### src/sv/sc2a_pkg.sv
// sc2a_pkg: shared types, scan code constants and the AZERTY layout tables
// for the scan code to ASCII decoder; depends on nothing
`default_nettype none

package sc2a_pkg;

  localparam int unsigned CodeW = 16;
  localparam int unsigned CharW = 7;

  // scan codes with a fixed meaning
  localparam logic [CodeW-1:0] ScLshift = 16'h002A;
  localparam logic [CodeW-1:0] ScRshift = 16'h0036;
  localparam logic [CodeW-1:0] ScCaps   = 16'h003A;
  localparam logic [CodeW-1:0] ScAltgr  = 16'hE038;
  localparam logic [CodeW-1:0] ScSpace  = 16'h0039;
  localparam logic [CodeW-1:0] ScEnter  = 16'h001C;
  localparam logic [CodeW-1:0] ScRowLo  = 16'h0002;
  localparam logic [CodeW-1:0] ScRowHi  = 16'h000B;
  localparam logic [CodeW-1:0] ScLetEnd = 16'h0040;

  localparam logic [CharW-1:0] ChSpace  = 7'h20;
  localparam logic [CharW-1:0] ChEnter  = 7'h0A;
  localparam logic [CharW-1:0] ChCase   = 7'h20;

  // item held in the input register
  typedef struct packed {
    logic             valid;
    logic [CodeW-1:0] scan_code;
    logic             key_pressed;
  } key_stage_t;

  // modifier flags
  typedef struct packed {
    logic lshift;
    logic rshift;
    logic altgr;
    logic caps;
  } mods_t;

  // lowercase letter for codes below 0x40, zero when not a letter
  function automatic logic [CharW-1:0] letter_of(input logic [5:0] code);
    logic [CharW-1:0] c;
    case (code)
      6'h10: c = 7'h61;
      6'h11: c = 7'h7A;
      6'h12: c = 7'h65;
      6'h13: c = 7'h72;
      6'h14: c = 7'h74;
      6'h15: c = 7'h79;
      6'h16: c = 7'h75;
      6'h17: c = 7'h69;
      6'h18: c = 7'h6F;
      6'h19: c = 7'h70;
      6'h1E: c = 7'h71;
      6'h1F: c = 7'h73;
      6'h20: c = 7'h64;
      6'h21: c = 7'h66;
      6'h22: c = 7'h67;
      6'h23: c = 7'h68;
      6'h24: c = 7'h6A;
      6'h25: c = 7'h6B;
      6'h26: c = 7'h6C;
      6'h2C: c = 7'h77;
      6'h2D: c = 7'h78;
      6'h2E: c = 7'h63;
      6'h2F: c = 7'h76;
      6'h30: c = 7'h62;
      6'h31: c = 7'h6E;
      6'h32: c = 7'h6D;
      default: c = '0;
    endcase
    return c;
  endfunction

  // number row without modifiers, accented keys as plain letters
  function automatic logic [CharW-1:0] row_plain(input logic [3:0] idx);
    logic [CharW-1:0] c;
    case (idx)
      4'd0: c = 7'h26;
      4'd1: c = 7'h65;
      4'd2: c = 7'h22;
      4'd3: c = 7'h27;
      4'd4: c = 7'h28;
      4'd6: c = 7'h65;
      4'd7: c = 7'h21;
      4'd8: c = 7'h63;
      4'd9: c = 7'h61;
      default: c = '0;
    endcase
    return c;
  endfunction

  // number row with shift: the digits
  function automatic logic [CharW-1:0] row_shift(input logic [3:0] idx);
    logic [CharW-1:0] c;
    case (idx)
      4'd0: c = 7'h31;
      4'd1: c = 7'h32;
      4'd2: c = 7'h33;
      4'd3: c = 7'h34;
      4'd4: c = 7'h35;
      4'd5: c = 7'h36;
      4'd6: c = 7'h37;
      4'd7: c = 7'h38;
      4'd8: c = 7'h39;
      4'd9: c = 7'h30;
      default: c = '0;
    endcase
    return c;
  endfunction

  // number row with altgr
  function automatic logic [CharW-1:0] row_altgr(input logic [3:0] idx);
    logic [CharW-1:0] c;
    case (idx)
      4'd0: c = 7'h7C;
      4'd1: c = 7'h40;
      4'd2: c = 7'h23;
      4'd6: c = 7'h7B;
      4'd7: c = 7'h5B;
      4'd8: c = 7'h5D;
      4'd9: c = 7'h7D;
      default: c = '0;
    endcase
    return c;
  endfunction

  // full lookup of a non-modifier key press, zero means no character
  function automatic logic [CharW-1:0] translate(input logic [CodeW-1:0] code,
                                                 input mods_t m);
    logic             shift;
    logic             in_row;
    logic [3:0]       idx;
    logic [CharW-1:0] let_c;
    logic [CharW-1:0] c;
    shift  = m.lshift | m.rshift;
    in_row = (code >= ScRowLo) && (code <= ScRowHi);
    idx    = code[3:0] - ScRowLo[3:0];
    let_c  = (code < ScLetEnd) ? letter_of(code[5:0]) : '0;
    if (m.altgr) begin
      c = in_row ? row_altgr(idx) : '0;
    end else if (in_row) begin
      c = shift ? row_shift(idx) : row_plain(idx);
    end else if (let_c != '0) begin
      c = (shift ^ m.caps) ? (let_c - ChCase) : let_c;
    end else if (code == ScSpace) begin
      c = ChSpace;
    end else if (code == ScEnter) begin
      c = ChEnter;
    end else begin
      c = '0;
    end
    return c;
  endfunction

endpackage

`default_nettype wire

### src/sv/sc2a_if.sv
// sc2a_key_if and sc2a_char_if: valid/ready channels of the decoder
// depends on sc2a_pkg for the payload widths
`default_nettype none

interface sc2a_key_if;
  import sc2a_pkg::*;
  logic             valid;
  logic             ready;
  logic [CodeW-1:0] scan_code;
  logic             key_pressed;

  modport source (output valid, output scan_code, output key_pressed, input ready);
  modport sink   (input valid, input scan_code, input key_pressed, output ready);
endinterface

interface sc2a_char_if;
  import sc2a_pkg::*;
  logic             valid;
  logic             ready;
  logic [CharW-1:0] ascii_char;

  modport source (output valid, output ascii_char, input ready);
  modport sink   (input valid, input ascii_char, output ready);
endinterface

`default_nettype wire

### src/sv/sc2a_in_stage.sv
// sc2a_in_stage: input register of the decoder, takes one key event a cycle while it is empty or its item moves on
// depends on sc2a_pkg and sc2a_key_if
`default_nettype none

module sc2a_in_stage (
  input  logic                clk,
  input  logic                rst_n,
  sc2a_key_if.sink            in_ch,
  input  logic                advance,
  output sc2a_pkg::key_stage_t stg
);
  import sc2a_pkg::*;

  logic             valid_r, valid_nxt;
  logic [CodeW-1:0] code_r;
  logic             pressed_r;
  logic             take;

  // register frees up in the same cycle that its item moves on
  assign in_ch.ready = !valid_r || advance;
  assign take        = in_ch.valid && in_ch.ready;

  always_comb begin
    valid_nxt = valid_r;
    if (take) begin
      valid_nxt = 1'b1;
    end else if (advance) begin
      valid_nxt = 1'b0;
    end
  end

  always_ff @(posedge clk) begin
    if (!rst_n) begin
      valid_r <= 1'b0;
    end else begin
      valid_r <= valid_nxt;
    end
  end

  // payload needs no reset
  always_ff @(posedge clk) begin
    if (take) begin
      code_r    <= in_ch.scan_code;
      pressed_r <= in_ch.key_pressed;
    end
  end

  assign stg.valid       = valid_r;
  assign stg.scan_code   = code_r;
  assign stg.key_pressed = pressed_r;

endmodule

`default_nettype wire

### src/sv/sc2a_xlate.sv
// sc2a_xlate: modifier flags, layout lookup and the result register
// depends on sc2a_pkg and sc2a_char_if
`default_nettype none

module sc2a_xlate (
  input  logic                 clk,
  input  logic                 rst_n,
  input  sc2a_pkg::key_stage_t stg,
  output logic                 advance,
  sc2a_char_if.source          out_ch
);
  import sc2a_pkg::*;

  mods_t            mods_r, mods_nxt;
  logic             out_valid_r, out_valid_nxt;
  logic [CharW-1:0] out_char_r;
  logic [CharW-1:0] ch;
  logic             is_mod;
  logic             has_result;
  logic             slot_free;

  // modifier keys never produce a character
  assign is_mod = (stg.scan_code == ScLshift) || (stg.scan_code == ScRshift) ||
                  (stg.scan_code == ScAltgr)  || (stg.scan_code == ScCaps);

  assign ch         = translate(stg.scan_code, mods_r);
  assign has_result = stg.key_pressed && !is_mod && (ch != '0);
  assign slot_free  = !out_valid_r || out_ch.ready;
  // an event with no character never waits on the result side
  assign advance    = stg.valid && (!has_result || slot_free);

  // flag updates for the event leaving the input register
  always_comb begin
    mods_nxt = mods_r;
    if (advance) begin
      case (stg.scan_code)
        ScLshift: mods_nxt.lshift = stg.key_pressed;
        ScRshift: mods_nxt.rshift = stg.key_pressed;
        ScAltgr:  mods_nxt.altgr  = stg.key_pressed;
        ScCaps:   mods_nxt.caps   = mods_r.caps ^ stg.key_pressed;
        default:  mods_nxt        = mods_r;
      endcase
    end
  end

  // result register
  always_comb begin
    out_valid_nxt = out_valid_r;
    if (advance && has_result) begin
      out_valid_nxt = 1'b1;
    end else if (out_ch.ready) begin
      out_valid_nxt = 1'b0;
    end
  end

  always_ff @(posedge clk) begin
    if (!rst_n) begin
      mods_r      <= '0;
      out_valid_r <= 1'b0;
    end else begin
      mods_r      <= mods_nxt;
      out_valid_r <= out_valid_nxt;
    end
  end

  always_ff @(posedge clk) begin
    if (advance && has_result) begin
      out_char_r <= ch;
    end
  end

  assign out_ch.valid      = out_valid_r;
  assign out_ch.ascii_char = out_char_r;

`ifndef SYNTHESIS
  // reset leaves every modifier flag clear
  a_reset_mods: assert property (@(posedge clk) !rst_n |=> (mods_r == '0))
    else $error("modifier flags not cleared by reset");

  // a held result never carries the null character
  a_no_null: assert property (@(posedge clk) disable iff (!rst_n)
    out_valid_r |-> (out_char_r != '0))
    else $error("null character in result register");

  // a pending character does not overwrite a stalled result
  a_no_overrun: assert property (@(posedge clk) disable iff (!rst_n)
    (stg.valid && has_result && out_valid_r && !out_ch.ready) |-> !advance)
    else $error("result overwritten while stalled");

  // left shift flag follows its last event
  a_lshift: assert property (@(posedge clk) disable iff (!rst_n)
    (advance && stg.scan_code == ScLshift) |=> (mods_r.lshift == $past(stg.key_pressed)))
    else $error("left shift flag wrong after its event");

  // caps lock press flips the flag
  a_caps: assert property (@(posedge clk) disable iff (!rst_n)
    (advance && stg.key_pressed && stg.scan_code == ScCaps) |=>
      (mods_r.caps != $past(mods_r.caps)))
    else $error("caps lock press did not toggle");
`endif

endmodule

`default_nettype wire

### src/sv/scan_code_to_ascii_decoder.sv
// scan_code_to_ascii_decoder: set-1 scan codes to ASCII on a Belgian AZERTY layout
// depends on sc2a_pkg, sc2a_if, sc2a_in_stage and sc2a_xlate
//
//   channel   dir  payload                           handshake
//   in_ch     in   scan_code[15:0], key_pressed      valid/ready
//   out_ch    out  ascii_char[6:0]                   valid/ready
//
// one key event per cycle unless out_ch stalls a character event; each event passes the
// input register, then flag update and table lookup into the result register
// rst_n is synchronous and clears the valid bits and all modifier flags
// events that give no character drain even while the result is stalled
// a character event waits in the input register while out_ch is stalled
`default_nettype none

module scan_code_to_ascii_decoder (
  input  logic         clk,
  input  logic         rst_n,
  sc2a_key_if.sink     in_ch,
  sc2a_char_if.source  out_ch
);
  import sc2a_pkg::*;

  key_stage_t stg;
  logic       advance;

  sc2a_in_stage u_in (
    .clk     (clk),
    .rst_n   (rst_n),
    .in_ch   (in_ch),
    .advance (advance),
    .stg     (stg)
  );

  sc2a_xlate u_xlate (
    .clk     (clk),
    .rst_n   (rst_n),
    .stg     (stg),
    .advance (advance),
    .out_ch  (out_ch)
  );

endmodule

`default_nettype wire

### src/flat_wrapper.sv
// flat-port wrapper written by rule: the top's interface ports become plain ports
module scan_code_to_ascii_decoder_flat import sc2a_pkg::*;
  (clk, rst_n, in_ch_valid, in_ch_scan_code, in_ch_key_pressed, in_ch_ready, out_ch_valid, out_ch_ascii_char, out_ch_ready);
  sc2a_key_if in_ch_i ();
  sc2a_char_if out_ch_i ();
  input  logic clk;
  input  logic rst_n;
  input wire logic [$bits(in_ch_i.valid)-1:0] in_ch_valid;
  input wire logic [$bits(in_ch_i.scan_code)-1:0] in_ch_scan_code;
  input wire logic [$bits(in_ch_i.key_pressed)-1:0] in_ch_key_pressed;
  output wire logic [$bits(in_ch_i.ready)-1:0] in_ch_ready;
  output wire logic [$bits(out_ch_i.valid)-1:0] out_ch_valid;
  output wire logic [$bits(out_ch_i.ascii_char)-1:0] out_ch_ascii_char;
  input wire logic [$bits(out_ch_i.ready)-1:0] out_ch_ready;
  assign in_ch_i.valid = in_ch_valid;
  assign in_ch_i.scan_code = in_ch_scan_code;
  assign in_ch_i.key_pressed = in_ch_key_pressed;
  assign in_ch_ready = in_ch_i.ready;
  assign out_ch_valid = out_ch_i.valid;
  assign out_ch_ascii_char = out_ch_i.ascii_char;
  assign out_ch_i.ready = out_ch_ready;
  scan_code_to_ascii_decoder u_core (.clk(clk), .rst_n(rst_n), .in_ch(in_ch_i), .out_ch(out_ch_i));
endmodule
### config.mk
export PLATFORM = sky130hd
export DESIGN_NAME = scan_code_to_ascii_decoder_flat
export DESIGN_NICKNAME = d
export VERILOG_FILES = /design/src/sv/sc2a_pkg.sv /design/src/sv/sc2a_if.sv /design/src/sv/sc2a_in_stage.sv /design/src/sv/sc2a_xlate.sv /design/src/sv/scan_code_to_ascii_decoder.sv /design/src/flat_wrapper.sv
export SDC_FILE = /design/constraint.sdc
export NUM_CORES = 1
export LEC_CHECK = 0
export BUFFER_PORTS_ARGS = -buffer_cell sky130_fd_sc_hd__buf_2
export CAP_MARGIN = 10
export CORE_MARGIN = 10
export CORE_UTILIZATION = 34
export DETAILED_ROUTE_END_ITERATION = 10
export PLACE_DENSITY_LB_ADDON = 0.3
export SYNTH_ARGS = -nofsm -noshare
export SYNTH_HDL_FRONTEND = slang
export SYNTH_SLANG_ARGS = --single-unit
### constraint.sdc
create_clock -name clk -period 7.08 [get_ports clk]
set_input_delay 2.124 -clock clk [delete_from_list [all_inputs] [get_ports clk]]
set_output_delay 2.124 -clock clk [all_outputs]
set_load 0.02 [all_outputs]
==> summary.md, run 1 <==
| Metric | Value |
|---|---|
| Clock sinks | `36` |
| Via count | `2481` |
| Total congestion overflow | `0` |
| Synth-to-Final Area Change | `9.43%` |
| DIE WIDTH | `113 microns` |
| Core area | `8340 sq um` |
| Cell variety after synth | `75` |
| Post-synth EDFFs | `24` |
| Clock Path Buffers | `2` |
| Ys flop type | `edfxtp_1` |
| Worst setup EP type | `flop` |
| Post-route insts no fill | `430` |
| WS Path Type | `reg -> reg` |
| Htree depth | `2` |
| Worst Skew | `0.00717 ns` |
| Slew margin rel. | `36.0%` |
| IO Port Bufs | `29` |
| CTS clk-pin slew, worst paths | `0.07 ns` |
| Leakage | `1.20 nW` |
| Cells after DPL | `422` |
| Post-route design area | `3240 sq um` |
| Remaining antenna violation count | `0` |
| Cell Chain, Critical Path | `inv_1 -> ha_1 -> xor2_2 -> mux2i_1 -> nand4_1 -> a22o_1 -> o41ai_1 -> and3_2 -> mux2i_1 -> inv_1 -> ha_1 -> nand4_1 -> o21ai_0 -> mux2_2 -> a221oi_1 -> o21ai_0` |
| Syn Area/Cell | `9.73 sq um` |
| Setup Buffers After CTS | `0` |
| First-pass GRT wire length | `12.4 mm` |
| Die area | `12800 sq um` |
| Synthesized flop and latch total | `36` |
| Initial antenna violation count | `0` |
| 1st-iter DRT viols | `165` |
| Routed WL | `7.51 mm` |
| Final setup fails | `0` |
| Syn_nets | `344` |
| Synthesized cell area | `2960 sq um` |
| Final worst slack | `1.28 ns` |
| Cts hold-fix bufs | `0` |
| Total CTS buffers | `5` |
| Post-place setup slack | `1.29 ns` |
| # IOs | `30` |
| Slew at the pin closest to its max-slew limit | `0.960 ns` |
| Crit share post-route | `82.0%` |
| Slew Viols, Final | `0` |
| FF-to-FF path depth | `16` |
| CP max FO | `43` |
| Final worst path period need | `5.80 ns` |
| Synth area leaders | `edfxtp_1 (24%), dfxtp_1 (8.1%), ha_1 (8.0%), mux2i_1 (5.8%), nand2_1 (3.0%)` |
| Critical Path RT | `7.24 ns` |
| VDD IR max | `56.4 uV` |
| RSZ-0062 raised after global routing | `no` |
| Status | `finished clean` |
| Largest net degree at the start of global routing | `44` |
| Overall Global Routing Usage | `11.6%` |
| Initial Utilization | `35.5%` |
| Chip height | `113 microns` |
| Diode count | `0` |
| Layout cell share with drive strength beyond 1 | `19.4%` |
| Routed len/inst | `17.5 microns` |
| Synth warn | `0` |
| DR DRC count | `0` |
| Worst hold path class | `reg -> reg` |
| Pwr Density | `172 nW/um^2` |
| Fmax | `0.172 GHz` |
| Gpl congestion | `0.922` |
| CTS tree | `built` |
| Vias in the first global route | `2409` |
| Top cell type's share of synthesized area | `24.4%` |
| Setup TNS Final | `0 ns` |
| Worst Hold Depth | `2` |
| Nets | `364` |
| Biggest cell delay along the critical path | `0.86 ns` |
| Register area share after synthesis | `32.5%` |
| Resized cells post-CTS | `0` |
| Biggest area consumer among synthesized cells | `edfxtp_1` |
| Clock Latency Late Sink | `0.29 ns` |
| Post-synth top cells | `edfxtp_1 (24), nand2_1 (24), ha_1 (19)` |
| Root Driver | `clkbuf_8` |
| Max_cap viols | `0` |
| # rows | `33` |
| DR vias/cell | `5.77` |
| Data arrival, critical path | `5.97 ns` |
| Asr flop ratio synth | `0%` |
| Cells after Synth | `304` |
| Final hold viol count | `0` |
| DP HPWL | `5.77 mm` |
| Placed Area | `3130 sq um` |
| Total iterations of the first detailed-routing run | `4` |
| Nature of the critical path startpoint | `flop` |
| Crit path max-delay cell type | `and3_2` |
## critical path: cells and delay by family, from the launching register on
kind,cells,cell delay [ns]
AOI/OAI and AO/OA,5,0.98
muxes,3,1.18
adders and majority gates,2,0.72
xor gates and xnor gates,1,0.50
buffers and inverters,2,0.46
DFF,1,0.71
and+or+nand+nor,3,1.09
## path summary, 6_finish.rpt
kind                                                   from                           to  slack [ns]
worst min register to register  u_core.u_xlate.out_ch.valid  u_core.u_xlate.out_ch.valid        0.54
worst min-delay path            u_core.u_xlate.out_ch.valid  u_core.u_xlate.out_ch.valid        0.54
worst max-delay path                  u_core.u_in.code_r[2]                         flop        1.28
worst max register to register        u_core.u_in.code_r[2]                         flop        1.28
## cell type report
class                      count  area [sq um]
inverter                      19          71.3
clock buffer                   6          72.6
multi-input combinational    233          1820
clock inverter                 2          35.0
sequential                    36           961
timing repair buffer          29           145
tap                          105           131
fill                         836          5100
## kinds of logic (layout without fill, tap and decap cells)
group	after synthesis	count (layout)	share of synthesized area, %
buffers and inverters	35	56	6.01
XOR/XNOR	4	4	1.44
flip-flops	36	36	32.5
AND/OR/NAND/NOR	112	112	22.2
adder cells (fa/ha/maj)	19	19	8.04
multiplexers	27	27	10.2
AO/OA/AOI/OAI	71	71	19.7
## report_power, final
| part | internal (W) | switching (W) |
|---|---|---|
| clock | 0.000104 | 0.0000721 |
| combinational | 0.0000498 | 0.0000728 |
| sequential | 0.000238 | 0.0000196 |
| total | 0.000392 | 0.000165 |
## per-layer routing
layer	GRT usage [%]	share of wire [%]	up-vias
li1	-	-	1200
met1	14.7	44	1161
met2	18.2	46	99
met3	2.43	5.9	21
met4	5.84	3.7	0
met5	0	0	-
## through the flow
step,hold WS [ns],power (W),util (%)
detailed placement,0.544,0.000383,37.5
finish,0.540,0.000557,38.8
global placement,0.525,0.000383,37.5
floorplan,0.505,0.000351,-
global route,0.597,0.000587,38.8
CTS,0.559,0.000558,38.8
## cell usage in the layout, fill, tap and decap left out, drive strengths merged, types with 9 or more instances in the layout
cell type  netlist  final
buf             10     29
dfxtp           12     12
edfxtp          24     24
ha              19     19
inv             19     19
mux2i           18     18
nand2           24     24
nor2            20     20
nor3             9      9
o21ai           11     11
Power figures use the tool's default switching activity.
==> run 2, diff against run 1 <==
==> constraint.sdc (replaced) <==
create_clock -name clk -period 6 [get_ports clk]
set_input_delay 1.8 -clock clk [delete_from_list [all_inputs] [get_ports clk]]
set_output_delay 1.8 -clock clk [all_outputs]
set_load 0.02 [all_outputs]
==> run 2 against run 1 <==
Against the previous run:
- utilization fell by 0.15 points
- clock skew up 0.0044 ns
- die area did not move
- design area shrank 0.39%
- global-route usage increased by 0.16 points
- hold slack better by 0.017 ns
- non-clock buffer count is 1 higher
- routed wire length grew 0.48%
- clock power is 3% lower
- critical path depth fell by 6
- sequential power up 18%
- combinational power grew 18%
- critical path type is now reg -> out
- largest cell class unchanged
- largest power group unchanged
- highest routed layer unchanged
==> summary.md, run 2 (same netlist as run 1, synthesis figures left out) <==
| Metric | Value |
|---|---|
| Commonest non-fill, non-tap cell in the layout | `buf_2 (unchanged)` |
| Setup Buffers After CTS | `0 (unchanged)` |
| Final hold viol count | `0 (unchanged)` |
| DR vias/cell | `5.84 (was 5.77)` |
| Crit path max-delay cell type | `edfxtp_1 (was and3_2)` |
| Final Util | `38.7% (was 38.8%)` |
| FF-to-FF path depth | `16 (unchanged)` |
| Via count | `2516 (was 2481)` |
| CP Buf/Inv Count | `2 (unchanged)` |
| Data arrival, critical path | `3.55 ns (was 5.97 ns)` |
| M3 GR Usage | `2.69% (was 2.43%)` |
| Most frequent cells in the layout | `buf_2 (29), nand2_1 (24), edfxtp_1 (24), ha_1 (19) (unchanged)` |
| Worst Skew | `0.0116 ns (was 0.00717 ns)` |
| Clock Path Buffers | `2 (unchanged)` |
| DIE WIDTH | `113 microns (unchanged)` |
| Worst setup EP type | `output pin (was flop)` |
| Root Driver | `clkbuf_8 (unchanged)` |
| Resized cells post-CTS | `0 (unchanged)` |
| DR DRC count | `0 (unchanged)` |
| Nets | `365 (was 364)` |
| Clock Latency Late Sink | `0.30 ns (was 0.29 ns)` |
| Initial Utilization | `35.5% (unchanged)` |
| Final setup fails | `0 (unchanged)` |
| Total iterations of the first detailed-routing run | `4 (unchanged)` |
| IO Port Bufs | `29 (unchanged)` |
| Pwr Density | `192 nW/um^2 (was 172 nW/um^2)` |
| Chip height | `113 microns (unchanged)` |
| WS Path Type | `reg -> out (was reg -> reg)` |
| Largest net degree at the start of global routing | `43 (was 44)` |
| Synth-to-Final Area Change | `9.01% (was 9.43%)` |
| GR Util met2 | `18.6% (was 18.2%)` |
| Final worst path period need | `5.35 ns` |
| Stages on the worst setup path | `10 (was 16)` |
| RSZ-0062 raised after global routing | `no (unchanged)` |
| Setup TNS Final | `0 ns (unchanged)` |
| Critical Path RT | `4.20 ns (was 7.24 ns)` |
| Total CTS buffers | `5 (unchanged)` |
| Gpl congestion | `0.949 (was 0.922)` |
| Total congestion overflow | `0 (unchanged)` |
| Slew at the pin closest to its max-slew limit | `0.828 ns (was 0.960 ns)` |
| Worst hold path class | `reg -> reg (unchanged)` |
| Met1 Usage GRT | `14.3% (was 14.7%)` |
| Crit share post-route | `89.2%` |
| VDD IR max | `86.4 uV (was 56.4 uV)` |
| Cts hold-fix bufs | `0 (unchanged)` |
| Slew margin rel. | `44.8% (was 36.0%)` |
| Fill count | `840 (was 836)` |
| Die area | `12800 sq um (unchanged)` |
| Max_cap viols | `0 (unchanged)` |
| CP max FO | `14 (was 43)` |
| Initial antenna violation count | `0 (unchanged)` |
| Power, Total | `0.000621 W (was 0.000557 W)` |
| Layout cell share with drive strength beyond 1 | `19.9% (was 19.4%)` |
| # rows | `33 (unchanged)` |
| Worst Hold Launch | `u_core.u_xlate.out_ch.valid (unchanged)` |
| DP HPWL | `5.76 mm (was 5.77 mm)` |
| First-pass GRT wire length | `12.6 mm (was 12.4 mm)` |
| Remaining antenna violation count | `0 (unchanged)` |
| Most used routing layer | `met2 (unchanged)` |
| Leakage | `1.20 nW (about the same)` |
| Status | `finished clean (unchanged)` |
| Worst r2r src | `u_core.u_in.code_r[2] (unchanged)` |
| Critical Path Start | `u_core.u_in.code_r[2] (unchanged)` |
| Vias in the first global route | `2477 (was 2409)` |
| Clock sinks | `36 (unchanged)` |
| Overall Global Routing Usage | `11.8% (was 11.6%)` |
| Core area | `8340 sq um (unchanged)` |
| 1st-iter DRT viols | `168 (was 165)` |
| Cell Chain, Critical Path | `inv_1 -> ha_1 -> xor2_2 -> mux2i_1 -> nand4_1 -> a22o_1 -> nor4_1 -> a21oi_1 -> nand3_1 -> buf_2 (was inv_1 -> ha_1 -> xor2_2 -> mux2i_1 -> nand4_1 -> a22o_1 -> o41ai_1 -> and3_2 -> mux2i_1 -> inv_1 -> ha_1 -> nand4_1 -> o21ai_0 -> mux2_2 -> a221oi_1 -> o21ai_0)` |
| Routed len/inst | `17.5 microns (about the same)` |
| Biggest cell delay along the critical path | `0.70 ns (was 0.86 ns)` |
| CTS tree | `built (unchanged)` |
| Routed WL | `7.55 mm (was 7.51 mm)` |
| CP delay by family, top | `flip-flops (was multiplexers)` |
| # IOs | `30 (unchanged)` |
| Slew Viols, Final | `0 (unchanged)` |
| Worst Hold Depth | `2 (unchanged)` |
| Htree depth | `2 (unchanged)` |
| Nature of the critical path startpoint | `flop (unchanged)` |
| CTS clk-pin slew, worst paths | `0.07 ns (about the same)` |
| Diode count | `0 (unchanged)` |
| Fmax | `0.187 GHz` |
## run 2: power by group
part	switching [W]	internal, W
clock network	0.0000906	0.0000808
logic	0.0000862	0.0000589
registers	0.0000234	0.000281
## run 2: final timing paths
check	end	slack (ns)
worst max-delay path	in_ch_ready	0.65
worst min-delay path	u_core.u_xlate.out_ch.valid	0.56
worst max register to register	flop	0.70
worst min register to register	u_core.u_xlate.out_ch.valid	0.56
## run 2: metrics by stage
step | area, sq um | cells | hold WS, ns | setup WS, ns
2_1_floorplan | 2960 | 304 | 0.505 | 1.49
3_3_place_gp | 3140 | 423 | 0.524 | 0.901
3_5_place_dp | 3140 | 423 | 0.555 | 0.844
4_1_cts | 3220 | 431 | 0.570 | 0.666
5_1_grt | 3220 | 431 | 0.585 | 0.310
6_report | 3220 | 431 | 0.557 | 0.651
## run 2: metal layers
layer	vias up	part of all wire, %
li1	1203	-
met1	1189	44
met2	100	45
met3	24	6.1
met4	0	4.3
met5	-	0
## run 2: area by class of cell
class	instances	area [sq um]	share of cell area, %
Timing Repair Buffer	30	153	4.73
Tap cell	105	131	4.07
Multi-Input combinational cell	233	1820	56.5
Clock buffer	5	68.8	2.13
Sequential cell	36	961	29.8
Inverter	19	71.3	2.21
Clock inverter	3	18.8	0.582
## run 2: worst min-delay path, delay by kind of cell (launching register included)
kind             cells  cell delay, ns
flip-flops           1            0.32
AND/OR/NAND/NOR      1            0.10
AO/OA/AOI/OAI        1            0.09
==> run 3, diff against run 2 <==
==> constraint.sdc (replaced) <==
create_clock -name clk -period 6 [get_ports clk]
set_input_delay 0.3 -clock clk [delete_from_list [all_inputs] [get_ports clk]]
set_output_delay 0.3 -clock clk [all_outputs]
set_load 0.02 [all_outputs]
==> run 3 against run 2 <==
Against the previous run:
- first-iteration DRC count down 5.4%
- critical path type is now reg -> reg
- die area unchanged
- sequential share of layout area down 0.26 points
- count of clock-buffer cells in the layout up 1
- design area up 0.89%
- critical path depth up 6
- setup slack better by 0.0095 ns
- non-clock buffer count unchanged
==> summary.md, run 3 (same netlist as run 1, synthesis figures left out) <==
| Metric | Value |
|---|---|
| Status | `finished clean (unchanged)` |
| Net Sw Power | `0.000197 W (was 0.000200 W)` |
| DIE WIDTH | `113 microns (unchanged)` |
| Post-route insts no fill | `431 (unchanged)` |
| Htree depth | `2 (unchanged)` |
| Final Util | `39.0% (was 38.7%)` |
| Pwr Density | `206 nW/um^2 (was 192 nW/um^2)` |
| Remaining antenna violation count | `0 (unchanged)` |
| RSZ-0062 raised after global routing | `no (unchanged)` |
| Clock Latency Late Sink | `0.29 ns (was 0.30 ns)` |
| Critical Path RT | `6.15 ns (was 4.20 ns)` |
| Worst Skew | `0.00666 ns (was 0.0116 ns)` |
| Gpl congestion | `0.895 (was 0.949)` |
| Met1 Usage GRT | `15.3% (was 14.3%)` |
| Layout cell share with drive strength beyond 1 | `19.6% (was 19.9%)` |
| Total congestion overflow | `0 (unchanged)` |
| Total CTS buffers | `5 (unchanged)` |
| Slew Viols, Final | `0 (unchanged)` |
| Diode count | `0 (unchanged)` |
| DP HPWL | `5.89 mm (was 5.76 mm)` |
| Largest net degree at the start of global routing | `43 (unchanged)` |
| Synth-to-Final Area Change | `9.98% (was 9.01%)` |
| Sequential cell area | `961 sq um (unchanged)` |
| M3 GR Usage | `2.17% (was 2.69%)` |
| Total iterations of the first detailed-routing run | `4 (unchanged)` |
| Crit share post-route | `89.0% (was 89.2%)` |
| CP Buf/Inv Count | `2 (unchanged)` |
| Combinational share of power | `21.8% (was 23.4%)` |
| Setup Buffers After CTS | `0 (unchanged)` |
| Cts hold-fix bufs | `0 (unchanged)` |
| Int Pwr | `0.000474 W (was 0.000420 W)` |
| Leakage | `1.21 nW (was 1.20 nW)` |
| IO Port Bufs | `29 (unchanged)` |
| Core area | `8340 sq um (unchanged)` |
| Max_cap viols | `0 (unchanged)` |
| Setup TNS Final | `0 ns (unchanged)` |
| Final hold viol count | `0 (unchanged)` |
| 1st-iter DRT viols | `159 (was 168)` |
| Crit path max-delay cell type | `edfxtp_1 (unchanged)` |
| DR DRC count | `0 (unchanged)` |
| Final worst path period need | `5.34 ns (was 5.35 ns)` |
| R2R Setup Slk | `0.66 ns (was 0.70 ns)` |
| Clock sinks | `36 (unchanged)` |
| GR Util met2 | `19.4% (was 18.6%)` |
| Nets | `365 (unchanged)` |
| Commonest non-fill, non-tap cell in the layout | `buf_2 (unchanged)` |
| Initial Utilization | `35.5% (unchanged)` |
| Biggest cell delay along the critical path | `0.71 ns (was 0.70 ns)` |
| Routed WL | `7.76 mm (was 7.55 mm)` |
| Worst hold path class | `in -> reg (was reg -> reg)` |
| Cells after DPL | `423 (unchanged)` |
| Overall Global Routing Usage | `12.0% (was 11.8%)` |
| Power, Total | `0.000671 W (was 0.000621 W)` |
| CTS clk-pin slew, worst paths | `0.07 ns (about the same)` |
| Clk pwr share | `32.7% (was 27.6%)` |
| Resized cells post-CTS | `0 (unchanged)` |
| First-pass GRT wire length | `12.9 mm (was 12.6 mm)` |
| Vias in the first global route | `2467 (was 2477)` |
| Reg power frac | `45.4% (was 49.0%)` |
| Via count | `2503 (was 2516)` |
| Slew at the pin closest to its max-slew limit | `0.837 ns (was 0.828 ns)` |
| Die area | `12800 sq um (unchanged)` |
| WS Path Type | `reg -> reg (was reg -> out)` |
| Worst setup EP type | `flop (was output pin)` |
| DR vias/cell | `5.81 (was 5.84)` |
| Root Driver | `clkbuf_8 (unchanged)` |
| Most frequent cells in the layout | `buf_2 (29), nand2_1 (24), edfxtp_1 (24), ha_1 (19) (unchanged)` |
| Fill count | `829 (was 840)` |
| Data arrival, critical path | `5.49 ns (was 3.55 ns)` |
| Cell Chain, Critical Path | `inv_1 -> ha_1 -> xor2_2 -> mux2i_1 -> nand4_1 -> a22o_1 -> o41ai_1 -> and3_2 -> buf_4 -> o21ai_0 -> ha_1 -> nand4_1 -> o21ai_0 -> mux2_2 -> a221oi_1 -> o21ai_0 (was inv_1 -> ha_1 -> xor2_2 -> mux2i_1 -> nand4_1 -> a22o_1 -> nor4_1 -> a21oi_1 -> nand3_1 -> buf_2)` |
| CP max FO | `42 (was 14)` |
| CP delay by family, top | `compound AO/OA/AOI/OAI gates (was flip-flops)` |
| VDD IR max | `83.4 uV (was 86.4 uV)` |
| Routed len/inst | `18.0 microns (was 17.5 microns)` |
| Sw frac | `29.4% (was 32.2%)` |
| # rows | `33 (unchanged)` |
| Hold_ws | `0.184 ns (was 0.557 ns)` |
| # IOs | `30 (unchanged)` |
| Final setup fails | `0 (unchanged)` |
| Most used routing layer | `met2 (unchanged)` |
| Fmax | `0.187 GHz (about the same)` |
| Clock Path Buffers | `2 (unchanged)` |
| Chip height | `113 microns (unchanged)` |
| Nature of the critical path startpoint | `flop (unchanged)` |
| Cell mode on critical path | `o21ai_0` |
| CTS tree | `built (unchanged)` |
| Slew margin rel. | `44.2% (was 44.8%)` |
| Footprint of the multi-input gates | `1820 sq um (unchanged)` |
| Initial antenna violation count | `0 (unchanged)` |
-- run 3: changes by cell type in the layout (fill, tap and decap cells not counted), sizes merged --
cell    before  now
clkbuf       5    6
clkinv       3    1
bufinv       0    1
-- run 3: layer usage --
metal	vias up	wire, microns
met4	0	197
met5	-	0
met3	16	415
li1	1195	-
met2	85	3640
met1	1207	3510
-- run 3: final cells by class --
cell class	count	share of cell area, %
timing repair buffer	30	4.69
inverter	19	2.19
sequential	36	29.5
clock buffer	6	2.54
multi-input combinational	233	56.0
tap	105	4.04
clock inverter	2	1.04
-- run 3: final timing paths --
kind,start,end,depth (start not counted)
max,u_core.u_in.code_r[2],flop,16
min,in_ch_scan_code[10],u_core.u_in.code_r[10],1
max reg2reg,u_core.u_in.code_r[2],flop,16
min reg2reg,u_core.u_xlate.out_ch.valid,u_core.u_xlate.out_ch.valid,2
-- run 3: power by group through the flow --
stage | Sequential (W) | Combinational, W | Clock [W]
6_report | 0.000305 | 0.000146 | 0.000220
5_1_grt | 0.000308 | 0.000161 | 0.000237
3_5_place_dp | 0.000310 | 0.000144 | 0
4_1_cts | 0.000304 | 0.000144 | 0.000228
3_3_place_gp | 0.000310 | 0.000143 | 0
2_1_floorplan | 0.000297 | 0.000118 | 0
-- run 3: through the flow --
step | area (sq um) | setup WS (ns)
5_1_grt | 3250 | 0.231
3_5_place_dp | 3140 | 0.806
6_report | 3250 | 0.660
4_1_cts | 3250 | 0.783
3_3_place_gp | 3140 | 0.871
2_1_floorplan | 2960 | 1.49
